$ cat config.mk
export PLATFORM = sky130hd
export DESIGN_NAME = pca_front
export DESIGN_NICKNAME = d
export VERILOG_FILES = /design/src/design/pca_pkg.sv /design/src/design/pca_front.sv
export SDC_FILE = /design/constraint.sdc
export NUM_CORES = 2
export LEC_CHECK = 0
export ABC_AREA = 1
export BUFFER_PORTS_ARGS = -buffer_cell sky130_fd_sc_hd__buf_2
export CORE_MARGIN = 5
export CORE_UTILIZATION = 33
export DETAILED_ROUTE_END_ITERATION = 7
export PLACE_DENSITY = 0.47
export SLEW_MARGIN = 20
export SYNTH_ARGS = -nofsm -noshare
export SYNTH_HDL_FRONTEND = slang
export SYNTH_SLANG_ARGS = --single-unit
$ cat constraint.sdc
create_clock -name clk -period 20.8 [get_ports clk]
set_input_delay 2.08 -clock clk [delete_from_list [all_inputs] [get_ports clk]]
set_output_delay 2.08 -clock clk [all_outputs]
set_load 0.005 [all_outputs]
$ cat src/design/pca_pkg.sv
// ----------------------------------------------------------------------------
// pca_pkg
// Shared types and constants of the Pearson correlation accumulator.
// ----------------------------------------------------------------------------
package pca_pkg;

	localparam int unsigned MAX_SAMPLES = 32768;
	localparam int unsigned QUEUE_DEPTH = 2;

	typedef struct packed {
		logic signed [15:0] x_sample;
		logic signed [15:0] y_sample;
		logic               last_sample;
		logic        [15:0] column_index;
	} pca_in_t;

	typedef struct packed {
		logic signed [15:0] correlation;
		logic        [15:0] result_index;
		logic               undefined_flag;
	} pca_out_t;

	// finished sums of one column run
	typedef struct packed {
		logic        [15:0] count;
		logic signed [31:0] sum_x;
		logic signed [31:0] sum_y;
		logic signed [47:0] sum_xx;
		logic signed [47:0] sum_yy;
		logic signed [47:0] sum_xy;
		logic        [15:0] column;
	} pca_snap_t;

endpackage

$ cat src/design/pca_front.sv
// ----------------------------------------------------------------------------
// pca_front
// Sample accumulator: one beat per cycle while the queue is not full, hands the sums of a run to the queue.
// ----------------------------------------------------------------------------
module pca_front (
	input  logic                clk,
	input  logic                arst_n,
	input  logic                accept,
	input  pca_pkg::pca_in_t    item,
	output logic                snap_push,
	output pca_pkg::pca_snap_t  snap
);

	logic        [15:0] count_q;
	logic signed [31:0] sum_x_q, sum_y_q;
	logic signed [47:0] sum_xx_q, sum_yy_q, sum_xy_q;

	logic               acc_en;
	logic signed [31:0] xx, yy, xy;
	pca_pkg::pca_snap_t nxt;

	assign acc_en = 32'(count_q) < pca_pkg::MAX_SAMPLES;
	assign xx = item.x_sample * item.x_sample;
	assign yy = item.y_sample * item.y_sample;
	assign xy = item.x_sample * item.y_sample;

	always_comb begin
		nxt.count  = count_q;
		nxt.sum_x  = sum_x_q;
		nxt.sum_y  = sum_y_q;
		nxt.sum_xx = sum_xx_q;
		nxt.sum_yy = sum_yy_q;
		nxt.sum_xy = sum_xy_q;
		nxt.column = item.column_index;
		if (acc_en) begin
			nxt.count  = count_q + 16'd1;
			nxt.sum_x  = sum_x_q + 32'(item.x_sample);
			nxt.sum_y  = sum_y_q + 32'(item.y_sample);
			nxt.sum_xx = sum_xx_q + 48'(xx);
			nxt.sum_yy = sum_yy_q + 48'(yy);
			nxt.sum_xy = sum_xy_q + 48'(xy);
		end
	end

	assign snap      = nxt;
	assign snap_push = accept & item.last_sample;

	always_ff @(posedge clk or negedge arst_n) begin
		if (!arst_n) begin
			count_q  <= '0;
			sum_x_q  <= '0;
			sum_y_q  <= '0;
			sum_xx_q <= '0;
			sum_yy_q <= '0;
			sum_xy_q <= '0;
		end else if (accept) begin
			if (item.last_sample) begin
				// run closed: start the next one from zero
				count_q  <= '0;
				sum_x_q  <= '0;
				sum_y_q  <= '0;
				sum_xx_q <= '0;
				sum_yy_q <= '0;
				sum_xy_q <= '0;
			end else begin
				count_q  <= nxt.count;
				sum_x_q  <= nxt.sum_x;
				sum_y_q  <= nxt.sum_y;
				sum_xx_q <= nxt.sum_xx;
				sum_yy_q <= nxt.sum_yy;
				sum_xy_q <= nxt.sum_xy;
			end
		end
	end

endmodule

==> results.md <==
* Post-Syn Area at 60730 um2
* Maxcap violations at 0
* Worst hold path class: flip-flop to flip-flop
* Register area share after synthesis at 9.231%
* CTS buffer count at 38
* Iteration-0 DRC Markers at 3850
* Multi-input gate area at 45270 um2
* Most common cell after layout, fill and taps aside: nand2_1
* Core area at approximately 180000 um2
* Final nets at approximately 10000
* Layout cells sized above 1 at 7.405%
* Final setup margin at 8.953 ns
* First-pass GRT wire length at 328300 um
* Layout Cells excl Fill at 11140
* Critical Path Fanout Max at 41
* Setup bufs post-CTS at 0
* Synth Register Bits at 224
* Fin Clk Skew at 0.04946 ns
* Vias in the first global route at 52170
* DR vias at 51950
* RSZ-0062 raised after global routing: no
* Area after DPL at 64640 um2
* Die height at 439.0 um
* CTS tree: done
* Arr. time, crit path at about 10 ns
* Final worst path period need at 11.85 ns
* Setup crit end kind: output pin
* Final Hold Viols at 0
* Drt first pass iters at 6
* Commonest non-fill, non-tap cells in the layout: 2469 x nand2_1, 2365 x inv_1, 1007 x fa_1, 506 x ha_1, 439 x nand3_1
* Final setup fails at 0
* Core Rows at 157
* Routed Antenna Nets at 0
* Clk_lat worst skew at 0.65 ns
* Fmax at 84.41 MHz
* Final wirelength at 214500 um
* Final Instance Area at 65890 um2
* EDFF count, synth at 0
* Flop2flop setup slack at approximately 15 ns
* PortBufs at 260
* Clock-pin slew on the worst setup and hold paths at roughly 0.050 ns
* # clock sinks at 224
* Filler Cell Count at 20040
* Number of I/O pins at between 200 and 300
* Final TNS setup at 0 ns
* DR DRC count at 0
* Wire length per cell at 19.26 um
* P&R area growth vs syn at 8.499%
* Placed insts at 11070
* Root Driver: clkbuf_16
* Kind of critical path: input pin to output pin
* Syn Area/Cell at 7.138 um2
* Hold buffer count at cts at 0
* Yosys cell types at 47
* Rel. slew slack at between 20% and 30%
* GPL Wtd Cong at between 0.9 and 1
* H-tree Lvls at 2
* Critical Path RT at 18.72 ns
* Pin count of the biggest net entering global routing at 139
* Gr usage total at 22.27%
* PostCTS Resize Cnt at 0
* Dpl ws at 9.079 ns
* Ys Warns at 0
* Worst Tran Pin Value at between 1 and 1.5 ns
* Syn Nets at 10080
* Max Root-Sink Buffers at 3
* Fin crit share at a little under three fifths
* Synth Flop Type: dfrtp_1
* Mapped Cells at 8507
* Final max-slew violation count at 0
* Outcome: finished, final reports clean
* GR Overflow Total at 0
* Die width at 439.0 um
* Initial antenna violation count at 17
* Register area at 5609 um2
* Final HPWL DP at ~170000 um
* Initial Utilization at between 30% and 40%
* Die ar. at 192700 um2
* Vias per std cell at 4.666
* CP Launch Type: input pin
* Share of flip-flops with an asynchronous set or reset at 100.0%
## stage by stage
stage	util, %	hold WS (ns)
2_1_floorplan	-	0.4672
3_3_place_gp	35.31	0.4851
3_5_place_dp	35.31	0.4929
4_1_cts	35.99	0.5111
5_1_grt	35.99	0.5249
6_report	35.99	0.5093
## cells in the mapped netlist (17+ instances only)
cell type	instances	area share, %
nand3b_1	28	0.35
nand3_1	439	3.6
xor2_1	45	0.65
nor3_2	21	0.35
xnor2_1	30	0.43
buf_2	32	0.26
o21ai_0	159	1.3
a22o_1	27	0.39
fa_1	1010	33
nor2_2	51	0.53
nand4_1	69	0.71
o21bai_1	23	0.28
nand2_2	49	0.50
nor2_1	309	1.9
nand3_2	25	0.41
clkbuf_1	154	0.95
o21ai_1	41	0.34
inv_1	2365	15
nor3_1	25	0.21
o22ai_1	17	0.18
a21oi_1	155	1.3
or2_2	85	0.88
ha_1	506	10
dfrtp_1	224	9.2
buf_4	18	0.22
and2_1	35	0.36
nand2_1	2469	15
## registers in the layout, indices dropped and copies added, names as in the netlist
| name | cells |
|---|---|
| count_q | 16 |
| sum_x_q | 32 |
| sum_xx_q | 48 |
| sum_xy_q | 48 |
| sum_y_q | 32 |
| sum_yy_q | 48 |
## path summary, 6_finish.rpt
path / from / end / depth (start not counted)
min in group asynchronous: arst_n / count_q[7] / 1
worst min-delay path: sum_y_q[27] / sum_y_q[27] / 2
worst max-delay path: item[32] / snap[107] / 24
worst min register to register: sum_y_q[27] / sum_y_q[27] / 2
worst max register to register: sum_xy_q[15] / sum_xy_q[39] / 23
max in group asynchronous: arst_n / sum_yy_q[13] / 3
## worst max-delay path: stages
cell and delay [ns]:
buf_2 0.10, buf_4 0.29, nand2_1 0.13, inv_1 0.11, fa_2 0.66, inv_1 0.11, fa_1 0.93, fa_1 0.66
fa_1 0.94, inv_1 0.34, fa_1 0.56, inv_1 0.05, fa_1 0.47, inv_1 0.04, ha_1 0.39, nand2_1 0.14
nor2_1 0.21, nand2_1 0.18, nor3_2 0.30, nand3_1 0.30, nand4_1 0.18, nand3_1 0.16, and2_1 0.21, buf_2 0.13
## kinds of logic after synthesis
group / share of synthesized area (%)
AND/OR/NAND/NOR: 25.31
buffers and inverters: 16.25
adder cells (fa/ha/maj): 43.72
AO/OA/AOI/OAI: 4.411
flip-flops: 9.231
XOR/XNOR: 1.082
## cell type report
class / instances / share of cell area [%]
inverters: 2378 / 13.57
repair buffers: 314 / 2.624
well taps: 2464 / 4.679
diodes: 1 / 0.003798
clock buffers: 55 / 1.664
multi-input cells: 5685 / 68.71
flip-flops and latches: 224 / 8.513
clock inverters: 14 / 0.2279
## routing by layer
layer,wire (um),track usage (%)
met4,2474,2.706
met3,11380,2.441
met1,105500,33.87
met5,0,0
met2,95080,34.98
Power is not shown: default switching activity piles up to over one toggle a cycle in this logic, so the estimate is an artifact.
