[src/design/pca_pkg.sv]
// ----------------------------------------------------------------------------
// pca_pkg
// Shared types and constants of the Pearson correlation accumulator.
// ----------------------------------------------------------------------------
package pca_pkg;

	localparam int unsigned MAX_SAMPLES = 32768;
	localparam int unsigned QUEUE_DEPTH = 2;

	typedef struct packed {
		logic signed [15:0] x_sample;
		logic signed [15:0] y_sample;
		logic               last_sample;
		logic        [15:0] column_index;
	} pca_in_t;

	typedef struct packed {
		logic signed [15:0] correlation;
		logic        [15:0] result_index;
		logic               undefined_flag;
	} pca_out_t;

	// finished sums of one column run
	typedef struct packed {
		logic        [15:0] count;
		logic signed [31:0] sum_x;
		logic signed [31:0] sum_y;
		logic signed [47:0] sum_xx;
		logic signed [47:0] sum_yy;
		logic signed [47:0] sum_xy;
		logic        [15:0] column;
	} pca_snap_t;

endpackage

[src/design/pca_fifo.sv]
// ----------------------------------------------------------------------------
// pca_fifo
// Short queue of finished column sums between accumulator and solver.
// ----------------------------------------------------------------------------
module pca_fifo #(
	parameter int unsigned DEPTH = pca_pkg::QUEUE_DEPTH
) (
	input  logic                clk,
	input  logic                arst_n,
	input  logic                wr_en,
	input  pca_pkg::pca_snap_t  wr_data,
	output logic                full,
	input  logic                rd_en,
	output pca_pkg::pca_snap_t  rd_data,
	output logic                empty
);

	localparam int unsigned PTR_W = (DEPTH > 1) ? $clog2(DEPTH) : 1;
	localparam int unsigned CNT_W = $clog2(DEPTH + 1);

	pca_pkg::pca_snap_t mem_q [DEPTH];
	logic [PTR_W-1:0]   wr_q, rd_q;
	logic [CNT_W-1:0]   level_q;
	logic               do_wr, do_rd;

	assign full    = level_q == CNT_W'(DEPTH);
	assign empty   = level_q == '0;
	assign do_wr   = wr_en & ~full;
	assign do_rd   = rd_en & ~empty;
	assign rd_data = mem_q[rd_q];

	always_ff @(posedge clk) begin
		if (do_wr) begin
			mem_q[wr_q] <= wr_data;
		end
	end

	always_ff @(posedge clk or negedge arst_n) begin
		if (!arst_n) begin
			wr_q    <= '0;
			rd_q    <= '0;
			level_q <= '0;
		end else begin
			if (do_wr) begin
				wr_q <= (wr_q == PTR_W'(DEPTH - 1)) ? '0 : wr_q + 1'b1;
			end
			if (do_rd) begin
				rd_q <= (rd_q == PTR_W'(DEPTH - 1)) ? '0 : rd_q + 1'b1;
			end
			if (do_wr && !do_rd) begin
				level_q <= level_q + 1'b1;
			end else if (do_rd && !do_wr) begin
				level_q <= level_q - 1'b1;
			end
		end
	end

endmodule

[config.mk]
export PLATFORM = sky130hd
export DESIGN_NAME = pca_fifo
export DESIGN_NICKNAME = d
export VERILOG_FILES = /design/src/design/pca_pkg.sv /design/src/design/pca_fifo.sv
export SDC_FILE = /design/constraint.sdc
export NUM_CORES = 1
export LEC_CHECK = 0
export ABC_CLOCK_PERIOD_IN_PS = 15700
export BUFFER_PORTS_ARGS = -buffer_cell sky130_fd_sc_hd__buf_2
export CAP_MARGIN = 15
export CORE_MARGIN = 8
export CORE_UTILIZATION = 53
export DETAILED_ROUTE_END_ITERATION = 12
export PLACE_DENSITY_LB_ADDON = 0.25
export SKIP_LAST_GASP = 1
export SYNTH_ARGS = -nofsm -noshare
export SYNTH_HDL_FRONTEND = slang
export SYNTH_SLANG_ARGS = --single-unit
[constraint.sdc]
create_clock -name clk -period 15.7 [get_ports clk]
set_input_delay 2.355 -clock clk [delete_from_list [all_inputs] [get_ports clk]]
set_output_delay 2.355 -clock clk [all_outputs]
set_load 0.01 [all_outputs]
==> results.sh, run 1 <==
export IMPL_remaining_drc_errors=0
export IMPL_crit_type="reg2out"
export IMPL_synth_area_leader_cell="edfxtp_1"
export IMPL_finalCritPeriodShare_pct=35.0
export IMPL_power_frac_comb_pct=31.5
export IMPL_postCtsHoldBufs=0
export IMPL_grt_overflow=0
export IMPL_dieWidth_um=202
export IMPL_grt_pass1_wl_mm=58.7
export IMPL_start_util_pct=53.4
export IMPL_die_h_um=202
export IMPL_p_sw_uw=1250
export IMPL_gp_congestion=0.763
export IMPL_cts_htree_levels=2
export IMPL_cts_root_buf="clkbuf_16"
export IMPL_clk_pin_slew_ps=60
export IMPL_fin_worst_skew_ps=10.8
export IMPL_cts_sinks=484
export IMPL_rows=68
export IMPL_design_die_area_um2=40700
export IMPL_period_minus_slack_ps=5490
export IMPL_syn_inst=766
export IMPL_start_kind="flop"
export IMPL_slew_viol_final=0
export IMPL_clkLatencyLatePin_ps=540
export IMPL_power_uw=4360
export IMPL_via_count=9017
export IMPL_power_density_nw_per_um2=192
export IMPL_hpwl_mm=28.2
export IMPL_grt_antenna_before_repair=16
export IMPL_clock_fmax_mhz=182
export IMPL_drt_iter0_drc=501
export IMPL_switching_share_pct=28.7
export IMPL_wl_met3_mm=3.94
export IMPL_grt_max_degree=161
export IMPL_post_cts_repair_setup_buffers=0
export IMPL_hp_class="reg2reg"
export IMPL_cp_end_kind="output port"
export IMPL_tns_ps=0
export IMPL_postCtsResizedCells=0
export IMPL_p_int_uw=3110
export IMPL_ys_warn_count=0
export IMPL_syn_num_nets=1011
export IMPL_synth_seq_area_share_pct=79.3
export IMPL_crit_arrival_ps=3140
export IMPL_area_delta_synth_final_pct=23.9
export IMPL_first_pass_iters=5
export IMPL_synth_top_area_share_pct=78.8
export IMPL_tightest_slew_ps=1140
export IMPL_wl_met2_mm=20.0
export IMPL_cts_buffers=48
export IMPL_ir_worst_vdd_mv=0.159
export IMPL_yosys_top_cells_area="edfxtp_1, mux2_4, mux2_2"
export IMPL_nets=1526
export IMPL_syn_avg_cell_area_um2=23.9
export IMPL_grt_pass1_vias=9634
export IMPL_wl_per_cell_um=22.5
export IMPL_top_layer="met5"
export IMPL_rsz0062_at_grt="no"
export IMPL_relSlewSlack_pct=24.1
export IMPL_port_buffers=485
export IMPL_cts_buffer_depth=3
export IMPL_ys_seq_elements=484
export IMPL_max_cap_violations=0
export IMPL_p_leak_uw=0.00901
export IMPL_netlist_area_um2=18300
export IMPL_finalSetupViolCount=0
export IMPL_status="completed"
export IMPL_fp_coreArea_um2=34300
export IMPL_wl_met1_mm=15.3
export IMPL_worstPathRequired_ps=13350
export IMPL_pwr_share_seq_pct=42.9
export IMPL_grt_usage_pct=18.9
export IMPL_io_pin_count=486
export IMPL_dpl_cell_area_um2=21100
export IMPL_drive_gt1_share_pct=60.6
export IMPL_post_synth_num_cell_types=16
export IMPL_crit_path_max_fanout=61
export IMPL_pwr_share_clk_pct=25.5
export IMPL_final_hold_viol_count=0
export IMPL_ant_nets=0
export IMPL_vias_per_cell=5.07
export IMPL_cts_tree="yes"
export IMPL_drt_total_wl_mm=40.1
export IMPL_final_cell_area_um2=22700
[worst paths after layout]
| kind | startpoint | endpoint | slack, ps | cells past startpoint |
|---|---|---|---|---|
| worst max register to register | level_q[0] | mem_q[1][56] | 12490 | 4 |
| worst min-delay path | level_q[1] | level_q[1] | 550 | 1 |
| min in group asynchronous | arst_n | level_q[1] | 1610 | 1 |
| max in group asynchronous | arst_n | rd_q | 13950 | 1 |
| worst max-delay path | rd_q | rd_data[151] | 10210 | 3 |
| worst min register to register | level_q[1] | level_q[1] | 550 | 1 |
[metrics by stage]
step	util (%)	hold slack (ps)	worst slack (ps)	std cells
finish	66.1	554	10210	1780
global placement	61.6	507	10610	1686
detailed placement	61.6	515	10600	1686
CTS	66.1	557	10140	1771
global route	66.1	591	10060	1778
floorplan	-	461	2470	766
[layout make-up]
cell class	instances	area, um^2
clock buffers	63	1280
clock inverters	22	259
flip-flops and latches	484	14500
repair buffers	492	2500
inverters	2	7.51
well taps	455	569
diodes	9	22.5
fillers	2301	11600
multi-input cells	253	3520
[critical path: stages (launching register included)]
cell and delay [ps]:
dfrtp_4 1020, buf_4 950, mux2_4 360, buf_2 140
[cells in the final DEF (no fill, tap or decap)]
cell type   Yosys  layout
clkbuf_1        0      14
nor2_4          0       1
dfrtp_4         0       1
diode_2         0       9
nor2_1          3       2
nand2_1         1       1
inv_1           2       2
buf_12          0       2
mux2_2         50      50
clkinv_2        0       5
clkinv_4        0       1
edfxtp_1      480     480
o21ai_0         1       1
nand2b_1        1       1
buf_2           5     485
xnor2_1         3       3
buf_4           0       5
bufinv_16       0       6
ha_1            1       1
dfrtp_1         4       3
and3_4          0       1
clkinvlp_4      0       2
clkinv_1        0       8
clkbuf_16       0      49
mux2_4        190     190
xor2_1          2       2
[cells by family (layout without fill, tap and decap cells)]
group / after synthesis / count (layout) / share of synthesized area, %
adder cells (fa/ha/maj): 1 / 1 / 0.0684
multiplexers: 240 / 240 / 18.7
buffers and inverters: 29 / 579 / 1.55
AO/OA/AOI/OAI: 1 / 1 / 0.0273
other: 0 / 9 / 0
XOR/XNOR: 5 / 5 / 0.239
AND/OR/NAND/NOR: 6 / 6 / 0.150
flip-flops: 484 / 484 / 79.3
[state kept, by name, indices dropped and copies added (netlist names)]
| register | cells |
|---|---|
| level_q | 2 |
| wr_q | 1 |
| rd_q | 1 |
| mem_q | 480 |
[synthesized netlist by cell type (all sizes together)]
library cell    n
and3            1
edfxtp        480
mux2          240
xnor2           3
inv             2
nor2            3
nand2b          1
o21ai           1
buf            27
xor2            2
dfrtp           4
ha              1
nand2           1
[layer usage]
| layer | track usage (%) | vias to the layer above |
|---|---|---|
| met4 | 5.74 | 16 |
| met2 | 31.7 | 396 |
| met3 | 7.76 | 69 |
| met5 | 0 | - |
| met1 | 22.1 | 4426 |
| li1 | - | 4110 |
[power groups by stage]
stage,Clock (uW),Combinational (uW),Sequential [uW]
finish,1110,1370,1870
global route,1190,1460,1900
CTS,1140,1400,1880
detailed placement,0,1400,1900
global placement,0,1400,1890
floorplan,0,963,1950
No activity file was read; power rests on OpenSTA's default activity.
==> inputs of run 2 (changes only) <==
--- a/config.mk
+++ b/config.mk
@@ -5,11 +5,11 @@
 export SDC_FILE = /design/constraint.sdc
 export NUM_CORES = 1
 export LEC_CHECK = 0
-export ABC_CLOCK_PERIOD_IN_PS = 15700
+export ABC_CLOCK_PERIOD_IN_PS = 4700
 export BUFFER_PORTS_ARGS = -buffer_cell sky130_fd_sc_hd__buf_2
 export CAP_MARGIN = 15
 export CORE_MARGIN = 8
-export CORE_UTILIZATION = 53
+export CORE_UTILIZATION = 47
 export DETAILED_ROUTE_END_ITERATION = 12
 export PLACE_DENSITY_LB_ADDON = 0.25
 export SKIP_LAST_GASP = 1
==> constraint.sdc (replaced) <==
create_clock -name clk -period 4.7 [get_ports clk]
set_input_delay 0.705 -clock clk [delete_from_list [all_inputs] [get_ports clk]]
set_output_delay 0.705 -clock clk [all_outputs]
set_load 0.01 [all_outputs]
==> run 2 against run 1 <==
- via count rose by 0.51%
- clock skew increased by 0.79 ps
- critical path depth stayed put
- clock-buffer cell count is 7 lower
- sequential cell count unchanged
- cell count is 4.1% higher
- first-iteration DRC count decreased by 12%
- largest cell class unchanged
- highest routed layer unchanged
==> results.sh, run 2 (synthesis gave the netlist of run 1 again) <==
export IMPL_grt_max_degree=102
export IMPL_dieWidth_um=213
export IMPL_preCtsSetupSlack_ps=1950
export IMPL_design_die_area_um2=45500
export IMPL_p_leak_uw=0.00907
export IMPL_power_uw=14500
export IMPL_die_h_um=213
export IMPL_final_common_cell="buf_2"
export IMPL_drt_total_wl_mm=41.0
export IMPL_switching_share_pct=29.3
export IMPL_largest_reg_flops=480
export IMPL_wl_per_cell_um=22.1
export IMPL_start_kind="flop"
export IMPL_layout_setup_ws_ps=1400
export IMPL_crit_path_cell_trace="buf_12 > mux2_4 > buf_2"
export IMPL_via_count=9063
export IMPL_vias_per_cell=4.89
export IMPL_cts_root_buf="clkbuf_16"
export IMPL_cts_sinks=484
export IMPL_io_pin_count=486
export IMPL_clock_fmax_mhz=303
export IMPL_rows=72
export IMPL_drive_gt1_share_pct=61.2
export IMPL_ant_nets=0
export IMPL_clkLatencyLatePin_ps=570
export IMPL_cp_end_kind="output port"
export IMPL_cts_buffers=48
export IMPL_remaining_drc_errors=0
export IMPL_nets=1539
export IMPL_layout_common_cells="buf_2, edfxtp_1, mux2_4"
export IMPL_first_pass_iters=4
export IMPL_grt_pass1_vias=9578
export IMPL_grt_usage_pct=17.1
export IMPL_fp_coreArea_um2=38600
export IMPL_rr_worst_depth=4
export IMPL_clk_pin_slew_ps=60
export IMPL_dp_cells=1761
export IMPL_biggestRegsByFlops="mem_q (480), level_q (2)"
export IMPL_p_sw_uw=4260
export IMPL_slew_viol_final=0
export IMPL_hp_class="in2reg"
export IMPL_grt_pass1_wl_mm=57.8
export IMPL_crit_arrival_ps=2590
export IMPL_power_frac_comb_pct=32.4
export IMPL_crit_path_max_incr_delay_ps=950
export IMPL_finalNonFillerCells=1853
export IMPL_start_util_pct=47.5
export IMPL_finalSetupViolCount=0
export IMPL_fin_worst_skew_ps=11.5
export IMPL_p_int_uw=10300
export IMPL_drt_iter0_drc=440
export IMPL_relSlewSlack_pct=46.0
export IMPL_grt_overflow=0
export IMPL_grt_antenna_before_repair=18
export IMPL_timing_rr_start="level_q[0]"
export IMPL_max_cap_violations=0
export IMPL_area_delta_synth_final_pct=24.9
export IMPL_crit_start="rd_q"
export IMPL_crit_path_end="rd_data[87]"
export IMPL_cts_tree="yes"
export IMPL_tightest_slew_ps=810
export IMPL_hold_ws_ps=320
export IMPL_worstPathRequired_ps=3990
export IMPL_timing_rr_end="mem_q[0][154]"
export IMPL_rsz0062_at_grt="no"
export IMPL_crit_path_max_fanout=64
export IMPL_cts_buffer_depth=3
export IMPL_power_density_nw_per_um2=636
export IMPL_period_minus_slack_ps=3300
export IMPL_regMostFlops="mem_q"
export IMPL_gp_congestion=0.780
export IMPL_ir_worst_vdd_mv=0.355
export IMPL_cts_htree_levels=2
export IMPL_rrSetupSlack_ps=2350
export IMPL_pwr_share_clk_pct=24.9
export IMPL_crit_type="reg2out"
export IMPL_tns_ps=0
export IMPL_port_buffers=485
export IMPL_cp_slowest_cell="dfrtp_4"
export IMPL_status="completed"
export IMPL_pwr_share_seq_pct=42.7
export IMPL_final_hold_viol_count=0
export IMPL_finalCritPeriodShare_pct=70.2
export IMPL_hpwl_mm=29.1
run 2: cell count changes in the layout (fill, tap and decap cells not counted), sizes merged:
| cell | delta |
|---|---|
| diode | -1 |
| clkinvlp | -1 |
| clkinv | +8 |
| clkbuf | -7 |
| bufinv | -2 |
| buf | +12 |
| dlygate4sd3 | +1 |
run 2: worst min path at each step:
stage | start | to | slack (ps) | cells past startpoint
detailed placement | level_q[1] | level_q[1] | 510 | 1
global route | wr_data[117] | mem_q[0][117] | 290 | 1
CTS | wr_data[183] | mem_q[1][183] | 280 | 1
global placement | level_q[1] | level_q[1] | 510 | 1
floorplan | arst_n | level_q[0] | 410 | 0
finish | wr_data[182] | mem_q[1][182] | 320 | 1
run 2: repair_timing:
item,CTS,global route
gates resized for setup,0,0
endpoints found under the hold margin,4,0
hold buffers,1,0
buffers inserted,0,0
run 2: area by class of cell:
type | instances | area, um^2
fill | 2912 | 15700
sequential | 484 | 14500
multi-input combinational | 253 | 3530
timing repair buffer | 505 | 2660
clock buffer | 56 | 1250
tap | 518 | 648
clock inverter | 27 | 226
antenna | 8 | 20.0
inverter | 2 | 7.51
run 2: worst max-delay path: cells and delay by family, from the launching register on:
kind | cells | cell delay (ps)
mux | 1 | 360
buf+inv | 2 | 620
flops | 1 | 950
run 2: routing by layer:
layer  routed length (um)  vias to the layer above  GRT usage, %
li1                     -                     4131             -
met3                 4830                       78          7.98
met4                  908                       20          6.38
met2                20300                      355          28.8
met1                14800                     4479          18.8
met5                  123                        -             0
run 2: stage by stage:
step	cell area [um^2]	util (%)
CTS	22800	59.2
detailed placement	21400	55.4
global route	22900	59.3
floorplan	18300	-
finish	22900	59.3
global placement	21400	55.4
run 2: power by group through the flow:
stage	sequential, uW	clock, uW	combinational [uW]
2_1_floorplan	6270	0	3230
3_3_place_gp	6260	0	4800
4_1_cts	6230	3720	4820
6_report	6210	3630	4710
3_5_place_dp	6320	0	4800
5_1_grt	6300	3870	5010
